`config.mk`:
```
export PLATFORM = sky130hd
export DESIGN_NAME = mtg_ctrl
export DESIGN_NICKNAME = d
export VERILOG_FILES = /design/src/rtl/core/mtg_pkg.sv /design/src/rtl/core/mtg_ctrl.sv
export SDC_FILE = /design/constraint.sdc
export NUM_CORES = 1
export LEC_CHECK = 0
export CORE_ASPECT_RATIO = 1.25
export CORE_UTILIZATION = 55
export CTS_CLUSTER_SIZE = 30
export DETAILED_ROUTE_END_ITERATION = 10
export DONT_BUFFER_PORTS = 1
export GPL_TIMING_DRIVEN = 1
export PLACE_DENSITY = 0.79
export RECOVER_POWER = 50
export SETUP_SLACK_MARGIN = 0.05
export SLEW_MARGIN = 30
export SYNTH_ARGS = -nofsm -noshare
export SYNTH_HDL_FRONTEND = slang
export SYNTH_SLANG_ARGS = --single-unit
```
`constraint.sdc`:
```
create_clock -name clk_i -period 3.3 [get_ports clk_i]
set_input_delay 0.33 -clock clk_i [delete_from_list [all_inputs] [get_ports clk_i]]
set_output_delay 0.33 -clock clk_i [all_outputs]
set_load 0.05 [all_outputs]
```
`src/rtl/core/mtg_pkg.sv`:
```
// shared types and constants of the mersenne twister generator
package mtg_pkg;

  localparam int TABLE_WORDS  = 624;
  localparam int TWIST_OFFSET = 397;
  localparam int ADDR_W       = 10;
  localparam int WORD_W       = 32;

  typedef logic [ADDR_W-1:0] addr_t;
  typedef logic [WORD_W-1:0] word_t;

  localparam addr_t LAST_IDX      = addr_t'(TABLE_WORDS - 1);
  localparam addr_t POS_EXHAUSTED = addr_t'(TABLE_WORDS);
  localparam addr_t POS_UNSEEDED  = addr_t'(TABLE_WORDS + 1);
  localparam addr_t FAR_STEP      = addr_t'(TWIST_OFFSET);
  localparam addr_t FAR_WRAP      = addr_t'(TABLE_WORDS - TWIST_OFFSET);

  localparam word_t CHAIN_MULT   = 32'd69069;
  localparam word_t MIX_START    = 32'd373737;
  localparam word_t MIX_MULT     = 32'd5531;
  localparam word_t MIX_ADD      = 32'd81547;
  localparam word_t TWIST_MATRIX = 32'h9908b0df;
  localparam word_t HIGH_BIT     = 32'h80000000;
  localparam word_t LOW_BITS     = 32'h7fffffff;
  localparam word_t TEMPER_B     = 32'h9d2c5680;
  localparam word_t TEMPER_C     = 32'hefc60000;

  localparam logic OP_SEED = 1'b0;
  localparam logic OP_DRAW = 1'b1;

  // commands from the controller to the datapath
  typedef struct packed {
    logic  fill_init;
    logic  use_fallback;
    logic  fill_wr;
    logic  fill_first;
    logic  twist_wr;
    logic  cur_load;
    logic  rd_en;
    addr_t rd_addr_a;
    addr_t rd_addr_b;
    addr_t wr_addr;
    logic  res_load;
    logic  res_seed;
  } cmd_t;

endpackage

```
`src/rtl/core/mtg_ctrl.sv`:
```
// controller state machine: sequences seeding, twisting and draws
module mtg_ctrl (
  input  logic          clk_i,
  input  logic          rst_ni,
  input  logic          in_valid_i,
  input  logic          in_op_i,
  output logic          in_ready_o,
  input  logic          out_ready_i,
  output logic          out_valid_o,
  output mtg_pkg::cmd_t cmd_o
);

  localparam logic [2:0] S_IDLE   = 3'd0;
  localparam logic [2:0] S_FILL   = 3'd1;
  localparam logic [2:0] S_TPRIME = 3'd2;
  localparam logic [2:0] S_TLOAD  = 3'd3;
  localparam logic [2:0] S_TRUN   = 3'd4;
  localparam logic [2:0] S_DONE   = 3'd5;

  logic [2:0]     state_q, state_d;
  mtg_pkg::addr_t k_q, k_d;
  mtg_pkg::addr_t pos_q, pos_d;
  logic           op_q, op_d;
  logic           out_valid_q, out_valid_d;
  logic           out_free;
  mtg_pkg::addr_t k_next;

  function automatic mtg_pkg::addr_t next_idx(input mtg_pkg::addr_t j);
    return (j == mtg_pkg::LAST_IDX) ? '0 : j + mtg_pkg::addr_t'(1);
  endfunction

  function automatic mtg_pkg::addr_t far_idx(input mtg_pkg::addr_t j);
    return (j < mtg_pkg::FAR_WRAP) ? j + mtg_pkg::FAR_STEP : j - mtg_pkg::FAR_WRAP;
  endfunction

  assign out_free = !out_valid_q || out_ready_i;
  assign k_next   = k_q + mtg_pkg::addr_t'(1);

  always_comb begin
    state_d    = state_q;
    k_d        = k_q;
    pos_d      = pos_q;
    op_d       = op_q;
    cmd_o      = '0;
    in_ready_o = 1'b0;
    unique case (state_q)
      S_IDLE: begin
        in_ready_o = 1'b1;
        if (in_valid_i) begin
          op_d = in_op_i;
          if (in_op_i == mtg_pkg::OP_SEED) begin
            cmd_o.fill_init = 1'b1;
            k_d             = '0;
            state_d         = S_FILL;
          end else if (pos_q == mtg_pkg::POS_UNSEEDED) begin
            cmd_o.fill_init    = 1'b1;
            cmd_o.use_fallback = 1'b1;
            k_d                = '0;
            state_d            = S_FILL;
          end else if (pos_q == mtg_pkg::POS_EXHAUSTED) begin
            state_d = S_TPRIME;
          end else begin
            cmd_o.rd_en     = 1'b1;
            cmd_o.rd_addr_a = pos_q;
            pos_d           = pos_q + mtg_pkg::addr_t'(1);
            state_d         = S_DONE;
          end
        end
      end
      S_FILL: begin
        cmd_o.fill_wr    = 1'b1;
        cmd_o.fill_first = (k_q == '0);
        cmd_o.wr_addr    = k_q;
        if (k_q == mtg_pkg::LAST_IDX) begin
          pos_d   = mtg_pkg::POS_EXHAUSTED;
          state_d = (op_q == mtg_pkg::OP_DRAW) ? S_TPRIME : S_DONE;
        end else begin
          k_d = k_next;
        end
      end
      S_TPRIME: begin
        cmd_o.rd_en     = 1'b1;
        cmd_o.rd_addr_a = '0;
        state_d         = S_TLOAD;
      end
      S_TLOAD: begin
        // current word 0 moves to the holding register, neighbours of 0 are fetched
        cmd_o.cur_load  = 1'b1;
        cmd_o.rd_en     = 1'b1;
        cmd_o.rd_addr_a = next_idx('0);
        cmd_o.rd_addr_b = far_idx('0);
        k_d             = '0;
        state_d         = S_TRUN;
      end
      S_TRUN: begin
        cmd_o.twist_wr = 1'b1;
        cmd_o.wr_addr  = k_q;
        cmd_o.cur_load = 1'b1;
        cmd_o.rd_en    = 1'b1;
        if (k_q == mtg_pkg::LAST_IDX) begin
          // twist finished: fetch word 0 for the pending draw
          cmd_o.rd_addr_a = '0;
          pos_d           = mtg_pkg::addr_t'(1);
          state_d         = S_DONE;
        end else begin
          cmd_o.rd_addr_a = next_idx(k_next);
          cmd_o.rd_addr_b = far_idx(k_next);
          k_d             = k_next;
        end
      end
      S_DONE: begin
        if (out_free) begin
          cmd_o.res_load = 1'b1;
          cmd_o.res_seed = (op_q == mtg_pkg::OP_SEED);
          state_d        = S_IDLE;
        end
      end
      default: begin
        state_d = S_IDLE;
      end
    endcase
  end

  assign out_valid_d = cmd_o.res_load || (out_valid_q && !out_ready_i);
  assign out_valid_o = out_valid_q;

  always_ff @(posedge clk_i or negedge rst_ni) begin
    if (!rst_ni) begin
      state_q     <= S_IDLE;
      k_q         <= '0;
      pos_q       <= mtg_pkg::POS_UNSEEDED;
      op_q        <= mtg_pkg::OP_SEED;
      out_valid_q <= 1'b0;
    end else begin
      state_q     <= state_d;
      k_q         <= k_d;
      pos_q       <= pos_d;
      op_q        <= op_d;
      out_valid_q <= out_valid_d;
    end
  end

endmodule

```
======== Word level (Yosys, flattened, before mapping) ========
Cells that the tools add are included.
cells by class
  reduce and logical (&&, ||, !) cells .... 15
  equal/unequal tests ..................... 18
  add/sub/neg operators ................... 5
  bitwise operators ....................... 1
  multiplexer cells ....................... 43
  $lt $le $gt $ge ......................... 1
operators with widths
  kind                                                                           number
  10-bit 2-to-1 mux                                                              15
  10-bit one-hot mux with 3 select lines                                         2
  11-bit 2-to-1 mux                                                              4
  11-bit one-hot mux with 4 select lines                                         1
  10-bit equality test, second input constant                                    4
  10-bit by 1-bit adder with 10-bit output, second input constant                3
  3-bit 2-to-1 mux                                                               8
  10-bit one-hot mux with 2 select lines                                         1
  3-bit one-hot mux with 6 select lines                                          1
  2-bit inequality test, second input constant                                   8
  2-bit 2-to-1 mux                                                               6
  10-bit by 9-bit adder with 10-bit output, second input constant                1
  10-bit zero test                                                               1
  10-bit by 8-bit less-than comparator with 1-bit output, second input constant  1
  10-bit by 8-bit subtractor with 10-bit output, second input constant           1
  4-bit AND reduction                                                            2
  7-bit AND reduction                                                            1
  3-bit by 2-bit equality test with 1-bit output, second input constant          2
  3-bit equality test, second input constant                                     2
  3-bit nonzero test                                                             2
  1-bit 2-to-1 mux                                                               5
  2-bit OR reduction                                                             2
  3-bit by 1-bit equality test with 1-bit output, second input constant          1
  3-bit zero test                                                                1
  6 further kinds                                                                8
storage, ports and cells
  logic and storage cells ................. 88
  input port bits ......................... 5
  flip-flop bits (word level) ............. 25

======== Longest topological paths before layout ========
  depth in word-level cells ............... 6
  gate-level depth with buffers ........... 10

======== Worst setup path after synthesis ========
Ideal clock, no wire load.
  kind .................................... register to output
  start point ............................. register state_q[0]
  end point ............................... output port cmd_o[23] in the netlist's numbering
  cell stages (with the launch flop) ...... 9
  data required time ...................... 2,970 ps
  path slack .............................. -872 ps
  data arrival time ....................... 3,842 ps
  cell sequence ........................... dfrtp_1 -> clkbuf_1 -> nor2_1 -> nand2_1 -> inv_1 -> nand2_1 -> nor3_1 -> inv_1 -> o21ai_0
RTL lines
  item                    line             source
  start, declared         mtg_ctrl.sv:20   logic [2:0] state_q, state_d;
  start signal, assigned  mtg_ctrl.sv:135  state_q <= state_d;
  end, declared           mtg_ctrl.sv:10   output mtg_pkg::cmd_t cmd_o

==> out/results.md <==
### CTS
* clock latency reported for the late side of the worst-skew pair: 0.28 ns
* CTS tree: yes
* clock root cell: sky130_fd_sc_hd__clkbuf_8
* clock input transition at the sequential cells of the worst setup and hold paths: 0.10 ns
* CTS HTree Levels: 1
* total clock sinks: 25
* total clock buffers created by CTS: 3
* Max Root-Sink Buffers: 2

### Synthesis
* share of synthesized registers carrying an async set or reset: 100%
* mean post-synth cell area: 7.60 um2
* dominant register cell in the synthesized netlist: sky130_fd_sc_hd__dfrtp_1
* share of Yosys cell area claimed by the top area cell type: 19.6%
* biggest area consumer among synthesized cells: sky130_fd_sc_hd__dfrtp_1
* distinct cell type count of the synthesized netlist: 60
* total of warnings raised by yosys: 0
* count of flip-flops with a built-in enable after synthesis: 0
* most repeated cell in the gate-level netlist after synthesis: sky130_fd_sc_hd__nor2_1
* most used standard cells in the synthesized netlist: sky130_fd_sc_hd__nor2_1 (38), sky130_fd_sc_hd__nand2_1 (30), sky130_fd_sc_hd__a21oi_1 (23), sky130_fd_sc_hd__dfrtp_1 (20), sky130_fd_sc_hd__o21ai_0 (16)
* Post-Synthesis Net Count: 348
* largest cells by area after synthesis: sky130_fd_sc_hd__dfrtp_1 (20%), sky130_fd_sc_hd__nor2_1 (5.6%), sky130_fd_sc_hd__dfstp_2 (5.1%)
* flip-flop and latch count after synthesis: 25
* cell area after technology mapping: 2550 um2
* cell count after synthesis: 336
* sequential element share of the synthesized area: 24.7%

### Critical path
* WP buf/inv: 1
* CP max stage cell: sky130_fd_sc_hd__or4_4
* dominant delay contributor by cell family on the critical path: simple AND/OR/NAND/NOR gates
* data arrival at the endpoint of the critical path: 2.80 ns
* Crit path largest cell delay: 0.55 ns
* cells along the critical path: ha_2 > nand2_1 > or4_4 > a31o_4 > o21ai_2 > a22oi_2 > xnor2_1 > nor2_1 > buf_4
* Worst setup EP type: primary output
* Crit path depth: 9
* count of cells along the worst register-to-register path: 8
* Max Fanout on Critical Path: 10
* type of the setup path with the least slack: reg -> out
* Data required, critical path: 2.97 ns
* Worst setup SP type: flop

### Placement
* HPWL after detailed placement: 5130 um
* number of placed instances with taps included: 410
* final weighted congestion in routability-driven placement: 0.905
* Worst Setup Slack post-DPL: 0.308 ns
* Buffers on Ports: 0

### Run
* Max-cap violations: 1

### Finish
* final net count: 372
* number of diodes: 0
* fraction of layout instances using a drive strength above 1: 18.4%
* Area Growth Syn to Fin: 13.3%
* number of non-filler instances in the completed layout: 417
* Filler Cell Count: 394

### STA
* Worst Setup Slack, final: 0.175 ns
* RSZ-0062 raised after global routing: false
* Final Hold Vio Count: 0
* final-report setup violation count: 0
* upper clock frequency limit: 320 MHz
* Final Max Slew Viols: 2
* share of the clock period used by the worst path: 94.7%
* Slew headroom: -1.08%
* Worst Tran Pin Value: 1.50 ns
* setup clock skew after layout: 0.00462 ns
* post-layout min period: 3.13 ns

### Floorplan
* Die Wd: 62.9 um
* die outline height: 78.2 um
* placeable core area: 4430 um2
* Die ar.: 4920 um2
* Ports: 46
* Initial Util: 57.7%
* Site Rows: 27

### Detailed routing
* number of remaining DRC errors: 0
* DR WL/cell: 16.7 um
* DRT Pass-1 Iters: 4
* 1st-iter DRT viols: 185
* detailed-route wire length: 6980 um
* Via-to-Cell Ratio: 6.25
* via count: 2605
* post-route ant nets: 0

### GRT
* global-route wire length before repair: 11100 um
* combined global-route utilization of all metal layers: 28.8%
* antenna violations before repair: 0
* overflow left after global routing: 0
* pin count of the biggest net entering global routing: 26
* number of global-route vias before repair: 2345

### Pwr
* leakage component of the power: 1.28 nW
* Peak supply drop: 0.212 mV
* total power density per cell area: 178 nW/um2

### Run status
* run status: finished with violations
* violated checks: capacitance limit, slew limit

### Worst hold path
* number of instances on the worst hold path: 2
* worst hold path class: in -> reg

-- power breakdown --
part | switching (W) | internal, W
Sequential | 0.000000000000000000239 | 0.000306
Combinational | 0.00000828 | 0.00000259
Clock | 0.000113 | 0.0000860
Total | 0.000121 | 0.000395
-- kinds of logic (layout without fill, tap and decap cells) --
family | Yosys count | count (layout) | share of synthesized area [%]
multiplexers | 2 | 2 | 0.784
AND/OR/NAND/NOR | 151 | 151 | 31.7
AO/OA/AOI/OAI | 91 | 91 | 24.4
adder cells (fa/ha/maj) | 7 | 7 | 3.43
flip-flops | 25 | 25 | 24.7
XOR/XNOR | 25 | 25 | 8.57
buffers and inverters | 35 | 58 | 6.42
-- worst register-to-register path, cell delays in order, from the launching register on --
cell and delay, ns:
sky130_fd_sc_hd__dfstp_1 0.68, sky130_fd_sc_hd__inv_1 0.12, sky130_fd_sc_hd__ha_1 0.26, sky130_fd_sc_hd__o211ai_1 0.27
sky130_fd_sc_hd__a31oi_1 0.12, sky130_fd_sc_hd__or4_1 0.59, sky130_fd_sc_hd__a31o_1 0.25, sky130_fd_sc_hd__a21oi_1 0.14
sky130_fd_sc_hd__nor2_1 0.06
-- per-stage QoR --
step	utilization (%)	power (W)	hold WS [ns]	area, um2	setup TNS (ns)
floorplan	-	0.000315	0.0344	2580	-0.439
global placement	63.9	0.000316	0.0353	2830	0
detailed placement	63.9	0.000316	0.0349	2830	0
CTS	65.7	0.000519	0.197	2910	0
global route	65.4	0.000525	0.195	2890	0
finish	65.4	0.000516	0.196	2890	0
-- placed cells by master, fill, tap and decap left out, types with 8 or more instances in the layout --
cell	count
sky130_fd_sc_hd__a21oi_1	23
sky130_fd_sc_hd__a22o_1	8
sky130_fd_sc_hd__and2_1	8
sky130_fd_sc_hd__buf_4	32
sky130_fd_sc_hd__clkbuf_1	9
sky130_fd_sc_hd__dfrtp_1	20
sky130_fd_sc_hd__inv_1	12
sky130_fd_sc_hd__nand2_1	29
sky130_fd_sc_hd__nand3_1	14
sky130_fd_sc_hd__nor2_1	37
sky130_fd_sc_hd__nor3_1	11
sky130_fd_sc_hd__o21ai_0	13
sky130_fd_sc_hd__xnor2_1	10
sky130_fd_sc_hd__xor2_1	13
-- repair_timing --
action | 4_1_cts | 5_1_grt
hold endpoints to repair | 25 | 0
endpoints found under the setup margin | 3 | 11
pin swaps | 0 | 1
setup buffers | 0 | 1
resized for setup | 1 | 8
hold buffers | 2 | 0
-- final cells by class --
class | instances | area (um2) | share of cell area [%]
Inverter | 12 | 45.0 | 1.56
Clock inverter | 1 | 7.51 | 0.259
Sequential cell | 25 | 632 | 21.8
Timing Repair Buffer | 42 | 284 | 9.81
Tap cell | 58 | 72.6 | 2.51
Clock buffer | 3 | 41.3 | 1.43
Multi-Input combinational cell | 276 | 1810 | 62.6
-- worst paths after layout --
kind / slack [ns] / startpoint / to
max: 0.17 / k_q[1] / cmd_o[18]
min: 0.20 / in_valid_i / state_q[1]
max reg2reg: 0.77 / pos_q[0] / pos_q[4]
min reg2reg: 0.54 / pos_q[9] / pos_q[9]
max in group asynchronous: 1.53 / rst_ni / pos_q[7]
min in group asynchronous: 0.93 / rst_ni / out_valid_o
-- metal layers --
layer	part of all wire (%)	wire [um]	GRT usage, %
met1	41	2890	35.5
met4	2.5	175	11.9
met2	50	3460	50.1
met5	0	0	0
met3	6.5	455	3.34
-- registers in the layout (all words and copies together), names as in the netlist --
register and flops:
op_q 1, state_q 3, pos_q 10, out_valid_o 1, k_q 10
Power figures use the tool's default switching activity.
